$ cat config.mk
export PLATFORM = sky130hd
export DESIGN_NAME = tha_queue
export DESIGN_NICKNAME = d
export VERILOG_FILES = /design/src/rtl/core/tha_pkg.sv /design/src/rtl/core/tha_queue.sv
export SDC_FILE = /design/constraint.sdc
export NUM_CORES = 1
export LEC_CHECK = 0
export ABC_AREA = 0
export BUFFER_PORTS_ARGS = -buffer_cell sky130_fd_sc_hd__buf_4
export CAP_MARGIN = 10
export CELL_PAD_IN_SITES_DETAIL_PLACEMENT = 0
export CELL_PAD_IN_SITES_GLOBAL_PLACEMENT = 2
export CORE_ASPECT_RATIO = 0.9
export CORE_MARGIN = 1
export CORE_UTILIZATION = 42
export CTS_BUF_LIST = sky130_fd_sc_hd__clkbuf_4 sky130_fd_sc_hd__clkbuf_8
export DETAILED_ROUTE_END_ITERATION = 8
export PLACE_DENSITY = 0.76
export SYNTH_ARGS = -nofsm -noshare
export SYNTH_HDL_FRONTEND = slang
export SYNTH_SLANG_ARGS = --single-unit
$ cat constraint.sdc
create_clock -name i_clk -period 4.3 [get_ports i_clk]
set_input_delay 0.86 -clock i_clk [delete_from_list [all_inputs] [get_ports i_clk]]
set_output_delay 0.86 -clock i_clk [all_outputs]
set_load 0.05 [all_outputs]
$ cat src/rtl/core/tha_pkg.sv
// Shared constants, tables and types for the trace heading pipeline.
// No dependencies; every module imports this package.
package tha_pkg;

    localparam int MAX_STEP = 16;
    localparam int STEP_W   = (MAX_STEP > 1) ? $clog2(MAX_STEP) : 1;
    localparam int FILL_W   = $clog2(MAX_STEP + 1);
    localparam int CFG_W    = 5;
    localparam int LON_W    = 31;
    localparam int LAT_W    = 30;
    localparam int HEAD_W   = 31;

    localparam int Q_DEPTH  = 4;
    localparam int Q_PTR_W  = $clog2(Q_DEPTH);
    localparam int Q_CNT_W  = $clog2(Q_DEPTH + 1);

    localparam int ROT_STEPS = 24;
    localparam int ROT_LAT   = ROT_STEPS + 1;
    localparam int ISQ_STEPS = 31;
    localparam int ISQ_LAT   = ISQ_STEPS + 1;
    localparam int DIV_STEPS = 30;

    localparam logic signed [33:0] DEG90  = 34'sd377487360;
    localparam logic signed [33:0] DEG180 = 34'sd754974720;
    localparam logic signed [33:0] DEG360 = 34'sd1509949440;
    localparam logic signed [31:0] CORDIC_GAIN = 32'sd652032874;
    localparam logic [60:0] ONE_SQ = 61'd1 << 60;

    // atan(2^-i) in degrees times 2^22
    localparam logic signed [31:0] ATAN_TAB [ROT_STEPS] = '{
        32'sd188743680, 32'sd111421900, 32'sd58872272, 32'sd29884485,
        32'sd15000234,  32'sd7507429,   32'sd3754631,  32'sd1877430,
        32'sd938729,    32'sd469366,    32'sd234683,   32'sd117342,
        32'sd58671,     32'sd29335,     32'sd14668,    32'sd7334,
        32'sd3667,      32'sd1833,      32'sd917,      32'sd458,
        32'sd229,       32'sd115,       32'sd57,       32'sd29
    };

    typedef enum logic [1:0] {
        QD_NE    = 2'd0,
        QD_NW    = 2'd1,
        QD_OTHER = 2'd2
    } t_quad;

    typedef struct packed {
        logic signed [LON_W-1:0] lona;
        logic signed [LAT_W-1:0] lata;
        logic signed [LON_W-1:0] lonb;
        logic signed [LAT_W-1:0] latb;
        t_quad                   quad;
        logic                    same;
    } t_item;

    typedef struct packed {
        t_quad quad;
        logic  same;
        logic  zero;
        logic  sat;
        logic  neg;
    } t_tag;

endpackage

$ cat src/rtl/core/tha_queue.sv
// Short queue of point pairs between front end and arithmetic back end.
// Depends on tha_pkg.
module tha_queue
    import tha_pkg::*;
(
    input  logic  i_clk,
    input  logic  i_rst_n,
    input  logic  i_push,
    input  t_item i_item,
    input  logic  i_pop,
    output logic  o_full,
    output logic  o_empty,
    output t_item o_head
);

    t_item              r_mem [Q_DEPTH];
    logic [Q_PTR_W-1:0] r_wr;
    logic [Q_PTR_W-1:0] r_rd;
    logic [Q_CNT_W-1:0] r_cnt;

    assign o_full  = (r_cnt == Q_CNT_W'(Q_DEPTH));
    assign o_empty = (r_cnt == '0);
    assign o_head  = r_mem[r_rd];

    always_ff @(posedge i_clk) begin
        if (i_push) begin
            r_mem[r_wr] <= i_item;
        end
    end

    always_ff @(posedge i_clk) begin
        if (!i_rst_n) begin
            r_wr  <= '0;
            r_rd  <= '0;
            r_cnt <= '0;
        end else begin
            if (i_push) begin
                r_wr <= r_wr + 1'b1;
            end
            if (i_pop) begin
                r_rd <= r_rd + 1'b1;
            end
            if (i_push && !i_pop) begin
                r_cnt <= r_cnt + 1'b1;
            end else if (i_pop && !i_push) begin
                r_cnt <= r_cnt - 1'b1;
            end
        end
    end

`ifndef SYNTHESIS
    a_cnt_range: assert property (@(posedge i_clk) disable iff (!i_rst_n)
        r_cnt <= Q_CNT_W'(Q_DEPTH))
        else $error("queue count beyond depth");
    a_no_overflow: assert property (@(posedge i_clk) disable iff (!i_rst_n)
        i_push |-> !o_full)
        else $error("push into full queue");
    a_no_underflow: assert property (@(posedge i_clk) disable iff (!i_rst_n)
        i_pop |-> !o_empty)
        else $error("pop from empty queue");
    a_cnt_up: assert property (@(posedge i_clk) disable iff (!i_rst_n)
        (i_push && !i_pop) |=> r_cnt == $past(r_cnt) + 1'b1)
        else $error("queue count missed a push");
`endif

endmodule

== Word-level counts from Yosys, hierarchy flattened ==
Memory sizes are Yosys's and may differ from the RTL's. A register that Yosys moved wholly into a read port is not among the register bits.
Index checks and enable logic that the tools add are counted.
Word-level totals
  latch bits: 0
  flip-flop bits (word level): 7
  RAM bits: 500
  bits in read-only memories: 0
  logic and storage cells: 21
  memories: 1
Memories
  r_mem: depth 4, bits a word 125, rd ports 1, clocked after memory_dff 1, wr ports 1, line tha_queue.sv:16  | t_item r_mem [Q_DEPTH];
Cells by class
  reductions and logical operators: 6
  shifts and indexed selects: 0
  multiplexer cells: 6
  eq/ne operators: 1
  $mul: 0
  magnitude comparators: 0
  bitwise operators: 0
  add/sub/neg operators: 4
  div/mod/pow operators: 0
Operators by type and width (number)
  2-to-1 mux 3 bit: 2
  adder 2 x 1 -> 2 bit (second input constant): 2
  2-to-1 mux 2 bit: 2
  adder 3 x 1 -> 3 bit (second input constant): 1
  equality test 3 bit (second input constant): 1
  logical NOT 3 bit: 1
  subtractor 3 x 1 -> 3 bit (second input constant): 1
  logical AND 1 bit: 2
  logical NOT 1 bit: 2
  2-to-1 mux 1 bit: 2
  nonzero test 2 bit: 1

== Depth between registers and ports, before layout ==
  word-level depth: 4
  mapped depth: 7
  gate-level depth less buffers: 7

== Worst setup path after synthesis ==
Ideal clock, no wire load.
  path type: input-to-reg
  start: input port i_push
  end: memory r_mem[0][0] (netlist bit), enable pin
  arrival: 3.726 ns
  required time: 3.802 ns
  path buffers: 0
  stages on the path: 1
  path slack: 0.076 ns
  cells stage by stage: and2_1
On the way
  longest elaborated chain between the ends: 2
RTL lines
  from (decl): line tha_queue.sv:8  | input logic i_push,
  2-to-1 mux 1 bit: line tha_queue.sv:26  | if (i_push) begin
  2-to-1 mux 1 bit (implied by the code): line tha_queue.sv:27  | r_mem[r_wr] <= i_item;
  to (decl): line tha_queue.sv:16
No other way between the ends.

==> results.md <==
- Final Skew: 0.0233 ns
- Total Power: 0.0115 W
- LEAKAGE: between 7 and 8 nW
- Status: complete, no violations
- Root buffer cell: clkbuf_8
- Yosys warns: 0
- Hold Crit Class: in2reg
- Power per Cell Area: between 500 and 600 nW/um2
- Clock Sinks: 509
- Final period util: 79.4%
- DP Area: 21200 um2
- Post-detailed-route via-to-cell ratio: ~5.1
- Post-DP HPWL: 21.4 mm
- Internal: 0.00852 W
- Gr ovfl total: 0
- Startpoint types: flip-flop
- Worst path required time: 3.44 ns
- H-tree Lvls: 3
- CTS buffer count: 82
- Least-Margin Pin Slew: 0.763 ns
- Max Buffers Root-to-Sink: 3
- Die Height: 201 um
- Clock power frac: 34.8%
- Syn Inst Count: 696
- Mapped Area: 18500 um2
- Mapped Nets: 831
- DRT iter0 DRCs: 459
- Layout Area Growth over Synthesis: 23.3%
- Layout cells sized above 1: between 40% and 50%
- Initial DRT Pass Iterations: 4
- Clock Latency Late Sink: 0.63 ns
- Crit path kind: reg2out
- Critical Path AT: between 2 and 3 ns
- First-pass GRT wire length: 53.9 mm
- Sw frac: 26.2%
- Core Region: about 43000 um2
- Share of the core filled with cells: 52.7%
- Io pins: 256
- Power share of the sequential group: 50.0%
- Fmax: between 0.2 and 0.3 GHz
- Buffers on Ports: 255
- Die Width: 223 um
- Cts repair resizes: 0
- Final setup violation count: 0
- Initial Util: 42.8%
- Routed vias: roughly 8300
- Peak VDD IR: 0.336 mV
- Syn Area/Cell: 26.5 um2
- Post-synth cell types: 20
- Final wirelength: 35.9 mm
- Final Max Tran Viols: 0
- Final setup TNS: 0 ns
- Final hold violations: 0
- Register area share after synthesis: 82.4%
- CTS tree: yes
- Post-route ant nets: 0
- Post-CTS Hold Fix Bufs: 0
- Crit. End Element: primary output
- Total Nets Final: 1162
- Die area: about 45000 um2
- Rel. slew slack: between 40% and 50%
- Residual DRC: 0
- Post-CTS Repair Setup Buffers: 0
- Yosys reg bits: 509
- Initial antenna violation count: 3
- Number of global-route vias before repair: 8941
- Clock period minus worst slack: 3.41 ns
- Final Cell Area: 22800 um2
- Crit path max fanout: 30
- Tot GR Track Use: between 10% and 20%
- Largest net degree at the start of global routing: 78
- Row count: 72
- Number of max-cap violations: 0
- Combinational Power Share: between 15 and 20%
- Routed len/inst: 21.8 um
- GPL Wtd Cong: 0.726
- RSZ-0062 raised after global routing: false
- Net switching power: approximately 0.0030 W
- Clk slew on worst S/H paths: 0.06 ns
==> power by group through the flow <==
stage	combinational (W)	clock [W]	sequential (W)
3_3_place_gp	0.00178	0	0.00587
5_1_grt	0.00185	0.00435	0.00579
3_5_place_dp	0.00179	0	0.00588
4_1_cts	0.00179	0.00415	0.00578
6_report	0.00176	0.00402	0.00577
2_1_floorplan	0.00120	0	0.00587
==> synthesized netlist by cell type <==
cell / number / area (um2)
nor2b_1: 2 / 12.5
mux4_2: 125 / 2820
nor3_1: 1 / 5.00
edfxtp_1: 500 / 15000
o21ai_0: 1 / 5.00
fa_1: 1 / 20.0
xor2_1: 3 / 26.3
ha_1: 5 / 62.6
dfxtp_1: 9 / 180
nor3b_1: 1 / 7.51
nand2_1: 1 / 3.75
mux2i_1: 2 / 20.0
buf_6: 7 / 78.8
or3_1: 1 / 6.26
xnor2_1: 2 / 17.5
inv_1: 4 / 15.0
a21boi_0: 1 / 7.51
buf_2: 14 / 70.1
and2_1: 9 / 56.3
clkbuf_1: 7 / 26.3
==> flip-flops by register name, indices dropped and copies added, names as in the netlist, named ones only <==
name and flops:
r_cnt 3, r_rd 2, r_wr 2, r_mem 500
==> layer usage <==
layer	global-route usage (%)	wire (um)	vias up
li1	-	-	3680
met1	21.1	15100	4301
met2	24.5	16800	255
met3	7.08	3230	63
met4	6.01	770	6
met5	0	29	-
==> final timing paths <==
kind | from | to | slack, ns | cells past startpoint
setup reg to reg | r_wr[0]$_SDFFE_PN0P_ | r_mem[0][31]$_DFFE_PP_ | 2.38 | 4
setup / recovery | flip-flop | o_head[40] | 0.89 | 3
hold reg to reg | r_cnt[2]$_SDFFE_PN0P_ | r_cnt[2]$_SDFFE_PN0P_ | 0.51 | 2
hold / removal | i_item[54] | r_mem[1][54]$_DFFE_PP_ | 0.42 | 1
==> critical path: stages (launching register included) <==
cell     delay [ns]
dfxtp_4        0.80
buf_12         0.32
mux4_2         0.55
buf_4          0.21
==> logic make-up (layout without fill, tap and decap cells) <==
group / Yosys count / after routing / share of synthesized area [%]
DFF: 509 / 509 / 82.4
AOI/OAI and AO/OA: 2 / 2 / 0.0678
xor gates and xnor gates: 5 / 5 / 0.237
adders and majority gates: 6 / 6 / 0.448
muxes: 127 / 127 / 15.4
and+or+nand+nor: 15 / 15 / 0.495
buffers and inverters: 32 / 423 / 1.03
other: 0 / 1 / 0
==> per-stage QoR <==
stage | hold slack [ns] | setup slack, ns | instances
final | 0.421 | 0.885 | 1643
after global placement | 0.493 | 1.47 | 1498
after floorplan | 0.472 | 0.0756 | 696
after global routing | 0.352 | 0.663 | 1642
after detailed placement | 0.497 | 1.46 | 1498
after CTS | 0.342 | 0.728 | 1642
==> placed cells by master, fill, tap and decap left out, types with 2 or more instances in the layout <==
master      instances
edfxtp_1          500
buf_4             266
mux4_2            125
clkbuf_8           88
clkinv_1           20
clkinv_2           15
clkbuf_4           15
buf_12              9
dfxtp_1             7
and2_1              5
ha_1                5
inv_1               4
and2_4              4
xor2_1              3
clkinvlp_4          3
bufinv_16           3
xnor2_1             2
mux2i_1             2
nor2b_1             2
dfxtp_4             2
==> area by class of cell <==
class,count,area (um2)
antenna,1,2.50
clock buffer,103,1320
clock inverter,41,263
fill,3363,20400
inverter,4,15.0
multi-input combinational,155,3080
sequential,509,15200
tap,555,694
timing repair buffer,275,2180
(Power assumes the default switching activity.)
