$ cat src/rtl/core/tha_pkg.sv
// Shared constants, tables and types for the trace heading pipeline.
// No dependencies; every module imports this package.
package tha_pkg;

    localparam int MAX_STEP = 16;
    localparam int STEP_W   = (MAX_STEP > 1) ? $clog2(MAX_STEP) : 1;
    localparam int FILL_W   = $clog2(MAX_STEP + 1);
    localparam int CFG_W    = 5;
    localparam int LON_W    = 31;
    localparam int LAT_W    = 30;
    localparam int HEAD_W   = 31;

    localparam int Q_DEPTH  = 4;
    localparam int Q_PTR_W  = $clog2(Q_DEPTH);
    localparam int Q_CNT_W  = $clog2(Q_DEPTH + 1);

    localparam int ROT_STEPS = 24;
    localparam int ROT_LAT   = ROT_STEPS + 1;
    localparam int ISQ_STEPS = 31;
    localparam int ISQ_LAT   = ISQ_STEPS + 1;
    localparam int DIV_STEPS = 30;

    localparam logic signed [33:0] DEG90  = 34'sd377487360;
    localparam logic signed [33:0] DEG180 = 34'sd754974720;
    localparam logic signed [33:0] DEG360 = 34'sd1509949440;
    localparam logic signed [31:0] CORDIC_GAIN = 32'sd652032874;
    localparam logic [60:0] ONE_SQ = 61'd1 << 60;

    // atan(2^-i) in degrees times 2^22
    localparam logic signed [31:0] ATAN_TAB [ROT_STEPS] = '{
        32'sd188743680, 32'sd111421900, 32'sd58872272, 32'sd29884485,
        32'sd15000234,  32'sd7507429,   32'sd3754631,  32'sd1877430,
        32'sd938729,    32'sd469366,    32'sd234683,   32'sd117342,
        32'sd58671,     32'sd29335,     32'sd14668,    32'sd7334,
        32'sd3667,      32'sd1833,      32'sd917,      32'sd458,
        32'sd229,       32'sd115,       32'sd57,       32'sd29
    };

    typedef enum logic [1:0] {
        QD_NE    = 2'd0,
        QD_NW    = 2'd1,
        QD_OTHER = 2'd2
    } t_quad;

    typedef struct packed {
        logic signed [LON_W-1:0] lona;
        logic signed [LAT_W-1:0] lata;
        logic signed [LON_W-1:0] lonb;
        logic signed [LAT_W-1:0] latb;
        t_quad                   quad;
        logic                    same;
    } t_item;

    typedef struct packed {
        t_quad quad;
        logic  same;
        logic  zero;
        logic  sat;
        logic  neg;
    } t_tag;

endpackage

$ cat src/rtl/core/tha_front.sv
// Front end: position delay line, fill tracking and pair classification.
// Depends on tha_pkg.
module tha_front
    import tha_pkg::*;
(
    input  logic                    i_clk,
    input  logic                    i_rst_n,
    input  logic                    i_acc,
    input  logic                    i_start,
    input  logic signed [LON_W-1:0] i_lon,
    input  logic signed [LAT_W-1:0] i_lat,
    input  logic [CFG_W-1:0]        i_step,
    output logic                    o_push,
    output t_item                   o_item
);

    logic signed [LON_W-1:0] r_lon [MAX_STEP];
    logic signed [LAT_W-1:0] r_lat [MAX_STEP];
    logic [FILL_W-1:0]       r_fill;
    logic [FILL_W-1:0]       n_fill;
    logic [FILL_W-1:0]       eff_fill;
    logic [FILL_W-1:0]       step_eff;
    logic [STEP_W-1:0]       idx;

    always_comb begin
        if (i_step == '0) begin
            step_eff = FILL_W'(1);
        end else if (int'(i_step) > MAX_STEP) begin
            step_eff = FILL_W'(MAX_STEP);
        end else begin
            step_eff = FILL_W'(i_step);
        end
        idx      = STEP_W'(step_eff - 1'b1);
        eff_fill = i_start ? '0 : r_fill;
        n_fill   = (int'(eff_fill) >= MAX_STEP) ? eff_fill : eff_fill + 1'b1;
    end

    always_comb begin
        o_item.lona = r_lon[idx];
        o_item.lata = r_lat[idx];
        o_item.lonb = i_lon;
        o_item.latb = i_lat;
        o_item.same = (i_lon == r_lon[idx]) && (i_lat == r_lat[idx]);
        if (i_lon > r_lon[idx] && i_lat > r_lat[idx]) begin
            o_item.quad = QD_NE;
        end else if (i_lon < r_lon[idx] && i_lat > r_lat[idx]) begin
            o_item.quad = QD_NW;
        end else begin
            o_item.quad = QD_OTHER;
        end
    end

    assign o_push = i_acc && (eff_fill >= step_eff);

    always_ff @(posedge i_clk) begin
        if (!i_rst_n) begin
            r_fill <= '0;
        end else if (i_acc) begin
            r_fill <= n_fill;
        end
    end

    // shift the new point in at the head, oldest falls off the tail
    always_ff @(posedge i_clk) begin
        if (i_acc) begin
            r_lon[0] <= i_lon;
            r_lat[0] <= i_lat;
        end
    end

    for (genvar k = 1; k < MAX_STEP; k++) begin : g_line
        always_ff @(posedge i_clk) begin
            if (i_acc) begin
                r_lon[k] <= r_lon[k-1];
                r_lat[k] <= r_lat[k-1];
            end
        end
    end

endmodule

$ cat config.mk
export PLATFORM = sky130hd
export DESIGN_NAME = tha_front
export DESIGN_NICKNAME = d
export VERILOG_FILES = /design/src/rtl/core/tha_pkg.sv /design/src/rtl/core/tha_front.sv
export SDC_FILE = /design/constraint.sdc
export NUM_CORES = 1
export LEC_CHECK = 0
export BUFFER_PORTS_ARGS = -buffer_cell sky130_fd_sc_hd__buf_2
export CAP_MARGIN = 10
export CORE_MARGIN = 2
export CORE_UTILIZATION = 60
export DETAILED_ROUTE_END_ITERATION = 6
export PLACE_DENSITY_LB_ADDON = 0.05
export REMOVE_ABC_BUFFERS = 1
export SKIP_LAST_GASP = 1
export SYNTH_ARGS = -nofsm -noshare
export SYNTH_HDL_FRONTEND = slang
export SYNTH_SLANG_ARGS = --single-unit
$ cat constraint.sdc
create_clock -name i_clk -period 4.95 [get_ports i_clk]
set_input_delay 0.495 -clock i_clk [delete_from_list [all_inputs] [get_ports i_clk]]
set_output_delay 0.495 -clock i_clk [all_outputs]
set_load 0.02 [all_outputs]
==> Yosys cells after proc, flatten, opt, wreduce, memory -nomap -nowiden <==
Memory sizes are Yosys's and may differ from the RTL's.
Cells that the tools add are included.
{ "totals": {"ff_bits": 5, "ramBits": 976, "inputBits": 70, "output_inout_bits": 126, "memories": 2} }
{ "classes": {"addsub": 2, "n_lt_le_gt_ge": 6, "eq_ne": 2, "muxes": 8, "reduce_logical": 5} }
{ "mem_list": {"columns": ["name", "depth", "width", "read_ports", "rd_clocked_by_memory_dff", "write_ports", "line_no", "rtl"], "rows": [
  ["r_lon", 16, 31, 16, 0, 16, "tha_front.sv:17", "logic signed [LON_W-1:0] r_lon [MAX_STEP];"],
  ["r_lat", 16, 30, 16, 0, 16, "tha_front.sv:18", "logic signed [LAT_W-1:0] r_lat [MAX_STEP];"]
]} }
{ "op_table": {"columns": ["cell", "n"], "rows": [
  ["$eq 31x31->1", 1],
  ["$gt 31x31->1", 1],
  ["$lt 31x31->1", 1],
  ["$eq 30x30->1", 1],
  ["$gt 30x30->1", 1],
  ["$mux 5", 4],
  ["$add 5x1->5 const B", 1],
  ["$ge 5x5->1", 1],
  ["$ge 5x5->1 const B", 1],
  ["$gt 5x5->1 const B", 1],
  ["$logic_not 5->1", 1],
  ["$logic_and 1x1->1", 4],
  ["$mux 2", 2],
  ["$sub 4x1->4 const B", 1],
  ["$mux 1", 2]
]} }

==> Logic depth before layout (Yosys ltp) <==
An unclocked memory read counts as a cell.
{ "depth": {"ltp_word": 9, "depth_mapped": 21, "mapped_depth_nobuf": 18} }

==> Worst setup path after synthesis <==
OpenSTA, ideal clock, no wires.
{ "synth_timing": {"path_type": "input to output", "start": "in i_step[2]", "end": "out o_item[2] in the netlist's numbering", "arrival_ns": 3.956, "required_time_ns": 4.455, "path_slack_ns": 0.499, "cell_stages": 15, "path_cell_list": "buf_2 nor3_1 a211o_1 buf_2 clkbuf_1 clkbuf_1 a31oi_1 o21a_1 ha_1 and3_1 nand4_1 nor3_1 nand4_1 or4_1 o211ai_1"} }
{ "synth_rtl": {"columns": ["element", "line_no", "rtl"], "rows": [
  ["start, declared", "tha_front.sv:12", "input logic [CFG_W-1:0] i_step,"],
  ["end, declared", "tha_front.sv:14", "output t_item o_item"]
]} }

==> impl_metrics.toml <==
[cells_and_area]
fill_cells = 4400
final_cells = 4157
fin_area_mm2 = 0.04706
seqCellArea_mm2 = 0.02941
multi_input_area_mm2 = 0.009564
n_antenna_cell = 0
fin_util = 0.7146
layout.nets = 3354
layout-drive-gt1-share = 0.1989
syn2layout_area_growth_pct = 17.75

[setup_path]
rr_worst_depth = 6
arrival_ps = 4560
critPathLaunchType = "input port"
crit_required_ps = 4450
r2r-end = "r_fill[2]"
end_kind = "output pin"
critPathMaxFanout = 10
ff2ff_setup_slack_ps = 3650
reg2reg_from = "r_fill[1]"
path_class = "input port to output pin"

[min_path]
holdPathStages = 1
hp-start = "i_lon[6]"
holdPathEnd = "r_lon[0][6]"
hold_class = "input port to flop"

[clocking]
clk_pin_slew_ps = 60
cts_inserted_buffers = 98
cts.sinks = 981
clk_path_buf_depth = 3
worstSkewPairLatency_ps = 650
h-tree-depth = 3
cts_tree = "done"
cts_root_buffer = "clkbuf_16"
cts_hold_buffers = 0

[timing]
setup_violations = 2
period_needed_ps = 5052
setup_ws_ps = -101.5
rsz0062_at_grt = "true"
skew_ps = 19.92
fmax_ghz = 0.1980
fin_tns_setup_ps = -193.6
max_slew.worst_pin.slew_ps = 1028
slew_violations = 0
fin_crit_sh = 1.021
max_slew_margin = 0.3144
hold-worst-slack_ps = 61.43
final_hold_viol_count = 0

[routing]
vias_per_cell = 6.275
first_iter_violations = 3030
wl_per_cell_um = 24.15
antenna_left = 0
drt-total-wl_um = 100400
num_vias = 26090
route.detailed.drc = 0
firstDrtPassIters = 6

[global_route]
grt_start_max_net_pins = 130
grt_first_pass_wirelength_um = 152200
grt_overflow = 0
first_global_vias = 25670
grtUsageTotal = 0.2910
antenna_found_initial = 1

[logic_synthesis]
synthFlopType = "edfxtp_1"
yosysWarnings = 0
synth_cell_types = 59
mappedNetlistArea_mm2 = 0.03997
yosysTopAreaCell = "edfxtp_1"
async_flop_share = 0
ys_ff_latch = 981
netlist_instances = 2922
ys_top_cells_by_area = "edfxtp_1, nand2_1, a221oi_1"
synth_most_common_cell = "edfxtp_1"
synth-edff-count = 976
yosysSeqAreaShare = 0.7358
synth_top_area_frac = 0.7333
synth_commonest_cells = "edfxtp_1, nand2_1, a21oi_1"
syn_avg_cell_area_um2 = 13.68

[placed_design]
gp_congestion = 0.8665
place_ws_ps = -317.6
placed_cell_area_mm2 = 0.04303
dpl.hpwl_um = 60040
dpl.cell_count = 3953
io_buffers = 195

[die]
die_y_um = 262.1
io_pins = 196
rows = 94
initial_core_util = 0.6068
fp.dieW_um = 262.1
core_area_mm2 = 0.06586
dieArea_mm2 = 0.06869

[run_status]
failed_checks = "negative setup slack"
outcome = "finished with violations"

[power]
power_mw = 19.43
vdd_ir_drop_max_mv = 0.2670
power_density_mw_per_mm2 = 412.9
power.leakage_nw = 17.31

[run]
cap_viol_max_count = 0
## layout by cell type (no fill, tap or decap), types with 12 or more instances in the layout
cell	count
clkbuf_1	22
nor3_1	12
o311ai_1	20
a221oi_1	116
o21ai_1	79
nand2_1	639
a221o_1	27
edfxtp_1	976
clkinv_2	16
a21oi_1	211
o22ai_1	13
a31oi_1	27
nand3_1	89
a221oi_2	15
a22o_1	26
ha_1	61
clkinv_1	20
nor2_1	98
inv_1	42
buf_4	184
buf_12	43
buf_2	188
clkbuf_16	105
o21ai_0	16
o21a_1	49
## how the worst max path moves through the flow
stage	start	to	cells after the start	slack [ps]
2_1_floorplan	i_step[2]	o_item[2]	18	-9700
3_3_place_gp	i_step[0]	o_item[2]	20	-310
3_5_place_dp	i_step[0]	o_item[2]	20	-320
4_1_cts	i_step[1]	o_item[2]	22	5
5_1_grt	i_step[2]	o_item[2]	23	-250
6_report	i_step[2]	o_item[2]	21	-100
## cell families (layout without fill, tap and decap cells)
group | Yosys count | after routing | share of synthesized area
AO/OA/AOI/OAI | 681 | 682 | 0.1155
XOR/XNOR | 2 | 2 | 0.0004383
adder cells (fa/ha/maj) | 65 | 65 | 0.02035
buffers and inverters | 295 | 665 | 0.03600
flip-flops | 981 | 981 | 0.7358
multiplexers | 3 | 3 | 0.001096
AND/OR/NAND/NOR | 895 | 895 | 0.09078
## metal layers
layer	vias up	track usage	routed length, um	part of all wire
li1	11630	-	-	-
met1	13100	0.4145	41580	0.41
met2	1179	0.4739	48560	0.48
met3	177	0.03800	7530	0.075
met4	0	0.08930	2695	0.027
met5	-	0	0	0
## where the power goes
group / internal (mW) / switching, mW / total, mW
clock network: 4.14 / 3.10 / 7.24
registers: 9.71 / 0.251 / 9.96
logic: 0.850 / 1.38 / 2.23
## area by class of cell
class,instances,share of cell area
Inverter,50,0.004546
Sequential cell,981,0.6249
Multi-Input combinational cell,1647,0.2032
Clock inverter,49,0.008773
Timing Repair inverter,1,0.0001861
Tap cell,864,0.02297
Timing Repair Buffer,440,0.07891
Clock buffer,125,0.05652
## registers in the layout, summed over array words and instances (netlist names)
name / cells
r_lon: 496
r_lat: 480
r_fill: 5
## worst max-delay path: stages
cell and delay, ps:
buf_4 140, nor3_4 240, o21ai_4 100, bufbuf_16 290
inv_6 110, nand2_1 70, a21oi_1 150, a221oi_1 90
a21oi_1 170, nor2_1 50, or3_4 390, ha_1 300
a21o_1 170, a221o_1 390, nand2_1 120, o311ai_2 160
a211oi_2 290, mux2i_1 130, buf_4 180, o211ai_1 280
buf_4 210
## repair_timing
action / in CTS / in global routing
cloned: 10 / 2
pin swaps: 17 / 19
endpoints found under the setup margin: 3 / 3
buffers inserted: 14 / 4
gates resized for setup: 45 / 46
endpoints found under the hold margin: 0 / 0
Power figures use the tool's default switching activity.
